$ cat src/sv/sipq_pkg.sv
// ----------------------------------------------------------------------------
// sipq_pkg: shared types and constants of the sorted insert priority queue
// Word layouts of both channels, the cell control group and size defaults.
// ----------------------------------------------------------------------------
package sipq_pkg;

    localparam int SIPQ_DEPTH    = 16;
    localparam int KEY_W         = 32;
    localparam int TAG_W         = 32;
    localparam int POS_W         = 8;
    localparam int ENTRY_COUNT_W = 9;

    typedef enum logic {
        OP_INSERT = 1'b0,
        OP_READ   = 1'b1
    } t_op;

    typedef struct packed {
        t_op                      op;
        logic signed [KEY_W-1:0]  key;
        logic        [TAG_W-1:0]  tag;
        logic        [POS_W-1:0]  position;
    } t_in_word;

    typedef struct packed {
        logic signed [KEY_W-1:0]          out_key;
        logic        [TAG_W-1:0]          out_tag;
        logic                             read_valid;
        logic                             overflow;
        logic        [ENTRY_COUNT_W-1:0]  entry_count;
    } t_out_word;

    // per-cell control from the slot decode
    typedef struct packed {
        logic load;    // take the incoming entry
        logic shift;   // take the left neighbour's entry
        logic rd_sel;  // drive this entry onto the read bus
    } t_cell_ctrl;

endpackage

$ cat src/sv/sorted_insert_priority_queue.sv
// ----------------------------------------------------------------------------
// sorted_insert_priority_queue: sorted list of key/tag entries
// Output: a word is answered in the output register in the cycle after it is
//   accepted.
// Throughput: one word per cycle, insert or read, while no result is held; set
//   by the compare across the cell row plus the prefix search for the slot.
// Reset: count and order mode cleared, output empty; entry payloads are not
//   reset and are never shown before they are written.
// ----------------------------------------------------------------------------
module sorted_insert_priority_queue
    import sipq_pkg::*;
#(
    parameter int DEPTH = SIPQ_DEPTH
)(
    input  logic       i_clk,
    input  logic       i_rst_n,
    // configuration: order mode
    input  logic       i_cfg_we,
    input  logic       i_cfg_wdata,
    // input channel
    input  logic       i_in_valid,
    output logic       o_in_stall,
    input  t_in_word   i_in_data,
    // output channel
    output logic       o_out_valid,
    input  logic       i_out_stall,
    output t_out_word  o_out_data
);

    localparam int CNT_W = $clog2(DEPTH + 1);

    // control state
    logic                     r_desc;
    logic [CNT_W-1:0]         r_count, n_count;
    logic signed [KEY_W-1:0]  r_last_key, n_last_key;
    logic                     r_out_valid;
    t_out_word                r_out, n_out;

    // decode
    logic                     w_accept, w_ins, w_full, w_front, w_back, w_read;
    logic                     w_rd_valid;
    logic [DEPTH-1:0]         w_stop, w_live, w_found;
    t_cell_ctrl               w_ctrl   [DEPTH];
    logic signed [KEY_W-1:0]  w_key    [DEPTH];
    logic        [TAG_W-1:0]  w_tag    [DEPTH];
    logic signed [KEY_W-1:0]  w_rd_key [DEPTH];
    logic        [TAG_W-1:0]  w_rd_tag [DEPTH];
    logic signed [KEY_W-1:0]  w_sel_key;
    logic        [TAG_W-1:0]  w_sel_tag;

    // the output register parts the two sides; input waits only on a held word
    assign o_in_stall = r_out_valid && i_out_stall;
    assign w_accept   = i_in_valid && !o_in_stall;
    assign w_read     = (i_in_data.op == OP_READ);
    assign w_full     = (r_count == CNT_W'(DEPTH));
    assign w_ins      = w_accept && !w_read && !w_full;

    // front: empty queue, or new key at or before the first entry
    assign w_front = (r_count == '0) || w_stop[0];
    // back: new key at or after the last entry in the current order
    assign w_back  = r_desc ? !(i_in_data.key > r_last_key)
                            : !(i_in_data.key < r_last_key);

    genvar g;
    generate
        for (g = 0; g < DEPTH; g++) begin : g_cell
            logic w_is_count;

            assign w_live[g]  = CNT_W'(g) < r_count;
            assign w_is_count = CNT_W'(g) == r_count;

            // any live stopping cell to the left: slot lies before this cell
            if (g == 0) begin : g_first
                assign w_found[g] = 1'b0;
            end else begin : g_rest
                assign w_found[g] = |(w_stop[g-1:0] & w_live[g-1:0]);
            end

            always_comb begin
                w_ctrl[g].load = 1'b0;
                if (w_ins) begin
                    if (w_front) begin
                        w_ctrl[g].load = (g == 0);
                    end else if (w_back) begin
                        w_ctrl[g].load = w_is_count;
                    end else begin
                        w_ctrl[g].load = w_live[g] && w_stop[g] && !w_found[g];
                    end
                end
                // cells after the slot up to the old count move one place right
                w_ctrl[g].shift = w_ins && (g != 0) && (CNT_W'(g) <= r_count)
                                  && (w_front || (!w_back && w_found[g]));
                w_ctrl[g].rd_sel = (i_in_data.position == POS_W'(g));
            end

            if (g == 0) begin : g_edge
                sipq_cell u_cell (
                    .i_clk        (i_clk),
                    .i_key        (i_in_data.key),
                    .i_tag        (i_in_data.tag),
                    .i_left_key   ('0),
                    .i_left_tag   ('0),
                    .i_descending (r_desc),
                    .i_ctrl       (w_ctrl[g]),
                    .o_key        (w_key[g]),
                    .o_tag        (w_tag[g]),
                    .o_stop       (w_stop[g]),
                    .o_rd_key     (w_rd_key[g]),
                    .o_rd_tag     (w_rd_tag[g])
                );
            end else begin : g_inner
                sipq_cell u_cell (
                    .i_clk        (i_clk),
                    .i_key        (i_in_data.key),
                    .i_tag        (i_in_data.tag),
                    .i_left_key   (w_key[g-1]),
                    .i_left_tag   (w_tag[g-1]),
                    .i_descending (r_desc),
                    .i_ctrl       (w_ctrl[g]),
                    .o_key        (w_key[g]),
                    .o_tag        (w_tag[g]),
                    .o_stop       (w_stop[g]),
                    .o_rd_key     (w_rd_key[g]),
                    .o_rd_tag     (w_rd_tag[g])
                );
            end
        end
    endgenerate

    // read bus: at most one cell drives a non-zero word
    always_comb begin
        w_sel_key = '0;
        w_sel_tag = '0;
        for (int i = 0; i < DEPTH; i++) begin
            w_sel_key = w_sel_key | w_rd_key[i];
            w_sel_tag = w_sel_tag | w_rd_tag[i];
        end
    end

    assign w_rd_valid = ENTRY_COUNT_W'(i_in_data.position) < ENTRY_COUNT_W'(r_count);

    always_comb begin
        n_count    = w_ins ? r_count + CNT_W'(1) : r_count;
        // last entry changes only when the new one lands at the tail
        n_last_key = r_last_key;
        if (w_ins && ((r_count == '0) || (!w_front && w_back))) begin
            n_last_key = i_in_data.key;
        end

        n_out             = '0;
        n_out.entry_count = ENTRY_COUNT_W'(n_count);
        if (w_read) begin
            n_out.read_valid = w_rd_valid;
            if (w_rd_valid) begin
                n_out.out_key = w_sel_key;
                n_out.out_tag = w_sel_tag;
            end
        end else begin
            n_out.overflow = w_full;
        end
    end

    always_ff @(posedge i_clk) begin
        if (!i_rst_n) begin
            r_desc      <= 1'b0;
            r_count     <= '0;
            r_out_valid <= 1'b0;
        end else begin
            if (i_cfg_we) begin
                r_desc <= i_cfg_wdata;
            end
            r_count <= n_count;
            if (w_accept) begin
                r_out_valid <= 1'b1;
            end else if (!i_out_stall) begin
                r_out_valid <= 1'b0;
            end
        end
    end

    // payload registers
    always_ff @(posedge i_clk) begin
        r_last_key <= n_last_key;
        if (w_accept) begin
            r_out <= n_out;
        end
    end

    assign o_out_valid = r_out_valid;
    assign o_out_data  = r_out;

endmodule

$ cat src/sv/sipq_cell.sv
// ----------------------------------------------------------------------------
// sipq_cell: one slot of the sorted chain
// Holds one key/tag pair, compares the incoming key against it and takes
// either the incoming entry or its left neighbour's entry.
// ----------------------------------------------------------------------------
module sipq_cell
    import sipq_pkg::*;
(
    input  logic                     i_clk,
    input  logic signed [KEY_W-1:0]  i_key,
    input  logic        [TAG_W-1:0]  i_tag,
    input  logic signed [KEY_W-1:0]  i_left_key,
    input  logic        [TAG_W-1:0]  i_left_tag,
    input  logic                     i_descending,
    input  t_cell_ctrl               i_ctrl,
    output logic signed [KEY_W-1:0]  o_key,
    output logic        [TAG_W-1:0]  o_tag,
    output logic                     o_stop,
    output logic signed [KEY_W-1:0]  o_rd_key,
    output logic        [TAG_W-1:0]  o_rd_tag
);

    logic signed [KEY_W-1:0] r_key, n_key;
    logic        [TAG_W-1:0] r_tag, n_tag;
    logic                    w_gt, w_lt;

    assign w_gt = i_key > r_key;
    assign w_lt = i_key < r_key;

    // stop: the new key does not pass this entry in the current order
    assign o_stop = i_descending ? !w_lt : !w_gt;

    always_comb begin
        n_key = r_key;
        n_tag = r_tag;
        if (i_ctrl.load) begin
            n_key = i_key;
            n_tag = i_tag;
        end else if (i_ctrl.shift) begin
            n_key = i_left_key;
            n_tag = i_left_tag;
        end
    end

    always_ff @(posedge i_clk) begin
        r_key <= n_key;
        r_tag <= n_tag;
    end

    assign o_key    = r_key;
    assign o_tag    = r_tag;
    assign o_rd_key = i_ctrl.rd_sel ? r_key : '0;
    assign o_rd_tag = i_ctrl.rd_sel ? r_tag : '0;

endmodule

$ cat config.mk
export PLATFORM = sky130hd
export DESIGN_NAME = sorted_insert_priority_queue
export DESIGN_NICKNAME = d
export VERILOG_FILES = /design/src/sv/sipq_pkg.sv /design/src/sv/sorted_insert_priority_queue.sv /design/src/sv/sipq_cell.sv
export SDC_FILE = /design/constraint.sdc
export NUM_CORES = 2
export LEC_CHECK = 0
export ABC_CLOCK_PERIOD_IN_PS = 15100
export BUFFER_PORTS_ARGS = -buffer_cell sky130_fd_sc_hd__buf_4
export CAP_MARGIN = 5
export CORE_MARGIN = 2
export CORE_UTILIZATION = 60
export DETAILED_ROUTE_END_ITERATION = 10
export PLACE_DENSITY_LB_ADDON = 0.2
export SLEW_MARGIN = 15
export SYNTH_ARGS = -nofsm -noshare
export SYNTH_HDL_FRONTEND = slang
export SYNTH_HIERARCHICAL = 1
export SYNTH_SLANG_ARGS = --single-unit
$ cat constraint.sdc
create_clock -name i_clk -period 15.1 [get_ports i_clk]
set_input_delay 3.02 -clock i_clk [delete_from_list [all_inputs] [get_ports i_clk]]
set_output_delay 3.02 -clock i_clk [all_outputs]
set_load 0.01 [all_outputs]
Word level (Yosys, flattened, before mapping)
Cells that the tools add are included.
{"block": "totals", "reg_bits": 1134, "in_bits": 79, "output_inout_bits": 77, "elab_cells": 530}
{"block": "classes", "add_sub_neg": 1, "magnitude_cmp": 66, "eq_ne": 32, "mux": 160, "bitwise": 45, "n_reduce_logical": 185}
{"operator": "two-way mux 32 bit", "count": 92}
{"operator": "OR 32 bit", "count": 30}
{"operator": "> comparator 32 bit", "count": 17}
{"operator": "< comparator 32 bit", "count": 17}
{"operator": "logical AND 1 bit", "count": 82}
{"operator": "two-way mux 1 bit", "count": 67}
{"operator": "== test 8 x 4 -> 1 bit, second input constant", "count": 8}
{"operator": "logical NOT 1 bit", "count": 54}
{"operator": "== test 4 x 5 -> 1 bit, first input constant", "count": 8}
{"operator": "<= comparator 4 x 5 -> 1 bit, first input constant", "count": 8}
{"operator": "< comparator 4 x 5 -> 1 bit, first input constant", "count": 8}
{"operator": "== test 8 x 3 -> 1 bit, second input constant", "count": 4}
{"operator": "nonzero test 2 bit", "count": 15}
{"operator": "== test 3 x 5 -> 1 bit, first input constant", "count": 4}
{"operator": "<= comparator 3 x 5 -> 1 bit, first input constant", "count": 4}
{"operator": "< comparator 3 x 5 -> 1 bit, first input constant", "count": 4}
{"operator": "logical OR 1 bit", "count": 17}
{"operator": "== test 8 x 2 -> 1 bit, second input constant", "count": 2}
{"operator": "bitwise AND 15 bit", "count": 1}
{"operator": "OR reduction 15 bit", "count": 1}
{"operator": "bitwise AND 14 bit", "count": 1}
{"operator": "OR reduction 14 bit", "count": 1}
{"operator": "bitwise AND 13 bit", "count": 1}
{"operator": "OR reduction 13 bit", "count": 1}
{"operator": "other kinds (38)", "count": 42}

Depth between registers and ports, before layout
{"block": "depth", "depth_word": 17, "depth_mapped": 17, "depth_no_buf": 15}

Hierarchy
Netlist, hierarchy kept.
{"module": "sipq_cell", "instances": 16, "cells_each": 323, "area_each_um2": 3928.8}
{"module": "sorted_insert_priority_queue", "instances": 1, "cells_each": 795, "area_each_um2": 7704.9}

Least setup slack after synthesis
Ideal clock, no wire load.
{"block": "synth_path", "path_type": "in2reg", "startpoint": "input port i_in_data[54] in the netlist's numbering", "endpoint": "register g_cell[14].g_inner.u_cell.r_key[0], enable pin", "setup_ns": 0.426, "arrival_time_ns": 7.810, "required_time_ns": 14.674, "slack_ns": 6.864, "cell_stages": 16, "path_buffers": 2, "path_cell_list": "ha_1 a21oi_2 nand2_1 a221o_1 a211o_1 a21oi_2 mux2i_1 o31ai_4 nand3_4 a2111oi_4 nand2_2 or4_1 mux2i_1 clkbuf_1 buf_2 or2_1"}
{"item": "from (decl)", "line": "sorted_insert_priority_queue.sv:23", "text": "input t_in_word i_in_data,"}
{"item": "to (signal assigned)", "line": "sipq_cell.sv:46", "text": "r_key <= n_key;"}
{"item": "to (decl)", "line": "sipq_cell.sv:23", "text": "logic signed [KEY_W-1:0] r_key, n_key;"}

==> impl_metrics.py <==
metrics = {
    "routing": {
        "drc": 0,
        "dr.pass1.iters": 6,
        "drt-initial-drc-count": 5587,
        "wl_um": 223000,
        "antenna_left": 0,
        "routed_via_density": 6.50,
        "routedWlPerCell_um": 28.7,
        "num_vias": 50600,
    },
    "global_route": {
        "gr-usage-all-layers_pct": 36.4,
        "top_usage_layer": "met2",
        "grt-ovfl-total": 0,
        "use_met3_pct": 6.10,
        "grt_pass1_wl_um": 326000,
        "globalRouteMet1Util_pct": 47.0,
        "grt_max_degree": 65,
        "grt_pass1_vias": 50500,
        "use_met2_pct": 59.5,
        "antenna_found_initial": 13,
    },
    "clock_network": {
        "cts_hold_repair.buffers": 0,
        "root_buffer": "clkbuf_16",
        "clk_pin_slew_worst_paths_ns": 0.06,
        "cts_buffers": 121,
        "cts_tree": "built",
        "post_cts_buffers": 0,
        "clockBufferDepth": 3,
        "cts.sink_count": 1134,
        "clk_latency_ns": 0.73,
        "htree_levels": 3,
        "cts_resized": 0,
    },
    "run": {
        "cap_violations": 0,
    },
    "sta": {
        "rsz0062_at_grt": "false",
        "fin_crit_sh_pct": 56.8,
        "worstMarginPinSlew_ns": 1.33,
        "tns_ns": 0,
        "period_needed_ns": 8.58,
        "fmax_mhz": 117,
        "clock_skew_ns": 0.0305,
        "setup_viol": 0,
        "hold_slack_ns": 0.525,
        "maxSlewViolCount": 0,
        "hold_viol_final": 0,
        "maxSlewHeadroom_pct": 10.7,
    },
    "synth": {
        "syn_inst": 5963,
        "synth_cell_types": 60,
        "ys_seq_area_share_pct": 48.2,
        "ys_async_sr_fraction_pct": 0,
        "syn_area_sq_mm": 0.0706,
        "synth.area.top_cells": "edfxtp_1, mux2_2, ha_1, and2_1, mux2_1",
        "yosysWarnings": 6,
        "yosys_most_used_dff": "edfxtp_1",
        "synth_area_leader_cell": "edfxtp_1",
        "netlist.area_leader.share_pct": 48.0,
        "synth-edff-count": 1127,
        "syn_avg_cell_area_sq_um": 11.8,
        "synth-seq-cells": 1134,
    },
    "floorplan": {
        "core_sq_mm": 0.116,
        "dieArea_sq_mm": 0.120,
        "die_w_um": 347,
        "die_height_um": 347,
        "std_cell_rows": 125,
        "io_pins": 156,
        "start_util_pct": 60.6,
    },
    "power_and_ir_drop": {
        "powerDensity_mw_per_mm2": 91.1,
        "peakVddDrop_mv": 0.135,
        "p_leak_nw": 30.6,
    },
    "setup_path": {
        "required_ns": 15.44,
        "cp_max_fo": 38,
        "r2r_slack_ns": 8.73,
        "crit_type": "primary input to flop",
        "end_kind": "flop",
        "r2r_cells": 16,
        "critPathLaunchType": "primary input",
        "worstPathArrival_ns": 8.92,
    },
    "status": {
        "status": "completed",
    },
    "hold_path": {
        "hold_class": "flop to flop",
        "holdPathStages": 2,
    },
    "placement": {
        "port_buffers": 151,
        "globalplace.congestion": 0.967,
        "place_hpwl_um": 142000,
    },
    "finish": {
        "final_cell_mix": "edfxtp_1, and2_1, mux2_2",
        "drive_gt1_share_pct": 20.3,
        "final_common_cell": "edfxtp_1",
        "final_nets": 6774,
        "area_delta_synth_final_pct": 10.3,
    },
}
[path summary, 6_finish.rpt]
path,startpoint,end
min,r_desc,r_desc
max,i_in_data[54],g_cell[15].g_inner.u_cell/o_key[21]
min reg2reg,r_desc,r_desc
max reg2reg,g_cell[1].g_inner.u_cell/o_key[14],g_cell[15].g_inner.u_cell/o_key[21]
[worst max-delay path: stages]
cell and delay, ns:
buf_4 0.24, ha_1 0.41, nand4_1 0.18, nor4_1 0.95
a211o_1 0.39, a21oi_2 0.09, mux2i_1 0.18, o31ai_4 0.14
nand3_4 0.15, a2111oi_4 0.39, nand2_2 0.19, or4_1 0.59
mux2i_4 0.15, buf_4 0.44, or2_4 0.57, buf_4 0.68
[per-layer routing]
metal	vias to the layer above	part of all wire, %
met5	-	0.033
met4	10	5.3
met3	620	8.6
met2	2600	47
met1	25100	39
li1	22200	-
[state kept, by name, summed over array words and instances (netlist names)]
name / cells
g_cell.g_edge.u_cell/o_key: 32
g_cell.g_edge.u_cell/o_tag: 32
r_last_key: 32
g_cell.g_inner.u_cell/o_key: 480
g_cell.g_inner.u_cell/o_tag: 480
o_out_data: 71
o_out_valid: 1
r_desc: 1
r_count: 5
[Yosys cell counts, drive strengths merged, types with 8 or more instances]
cell	n
a221oi	16
ha	551
a41oi	64
mux2i	27
or3	8
clkbuf	145
buf	87
a21oi	244
nor4	298
inv	585
edfxtp	1127
nor3	54
o21ai	84
a221o	18
mux2	1025
a211o	16
nand4	104
o211ai	19
a21o	53
nand3	61
and2	1033
nor2	53
xnor2	21
a31oi	18
nand2	183
or2	19
[cell families (layout without fill, tap and decap cells)]
| logic type | Yosys count | count (layout) | synth area share (%) |
|---|---|---|---|
| xor+xnor | 21 | 21 | 0.261 |
| buf+inv | 817 | 1035 | 4.52 |
| mux | 1052 | 1052 | 16.7 |
| other cells | 1 | 73 | 0.00531 |
| flops | 1134 | 1134 | 48.2 |
| compound gates | 556 | 556 | 5.30 |
| fa+ha+maj | 551 | 551 | 9.77 |
| simple gates | 1831 | 1831 | 15.2 |
[through the flow]
stage | setup WS [ns] | util (%) | cell area (sq um) | cells | power [mW]
6_report | 6.52 | 66.9 | 77900 | 7777 | 7.10
5_1_grt | 6.42 | 66.9 | 77800 | 7773 | 7.28
4_1_cts | 6.70 | 66.9 | 77800 | 7773 | 7.11
3_5_place_dp | 5.94 | 63.4 | 73800 | 7545 | 4.05
3_3_place_gp | 5.36 | 63.4 | 73700 | 7542 | 4.04
2_1_floorplan | 6.86 | - | 70800 | 6031 | 3.82
[where the power goes]
part / internal [mW] / switching (mW)
registers: 3.47 / 0.0211
clock network: 1.79 / 1.30
logic: 0.176 / 0.332
[layout make-up]
| type | instances | area [sq um] |
|---|---|---|
| flip-flops and latches | 1134 | 34000 |
| clock inverters | 86 | 906 |
| clock buffers | 142 | 3150 |
| fillers | 8790 | 38500 |
| well taps | 1524 | 1910 |
| multi-input cells | 4080 | 34000 |
| inverters | 585 | 2200 |
| diodes | 4 | 10.0 |
| repair buffers | 222 | 1660 |
(Power assumes the default switching activity.)
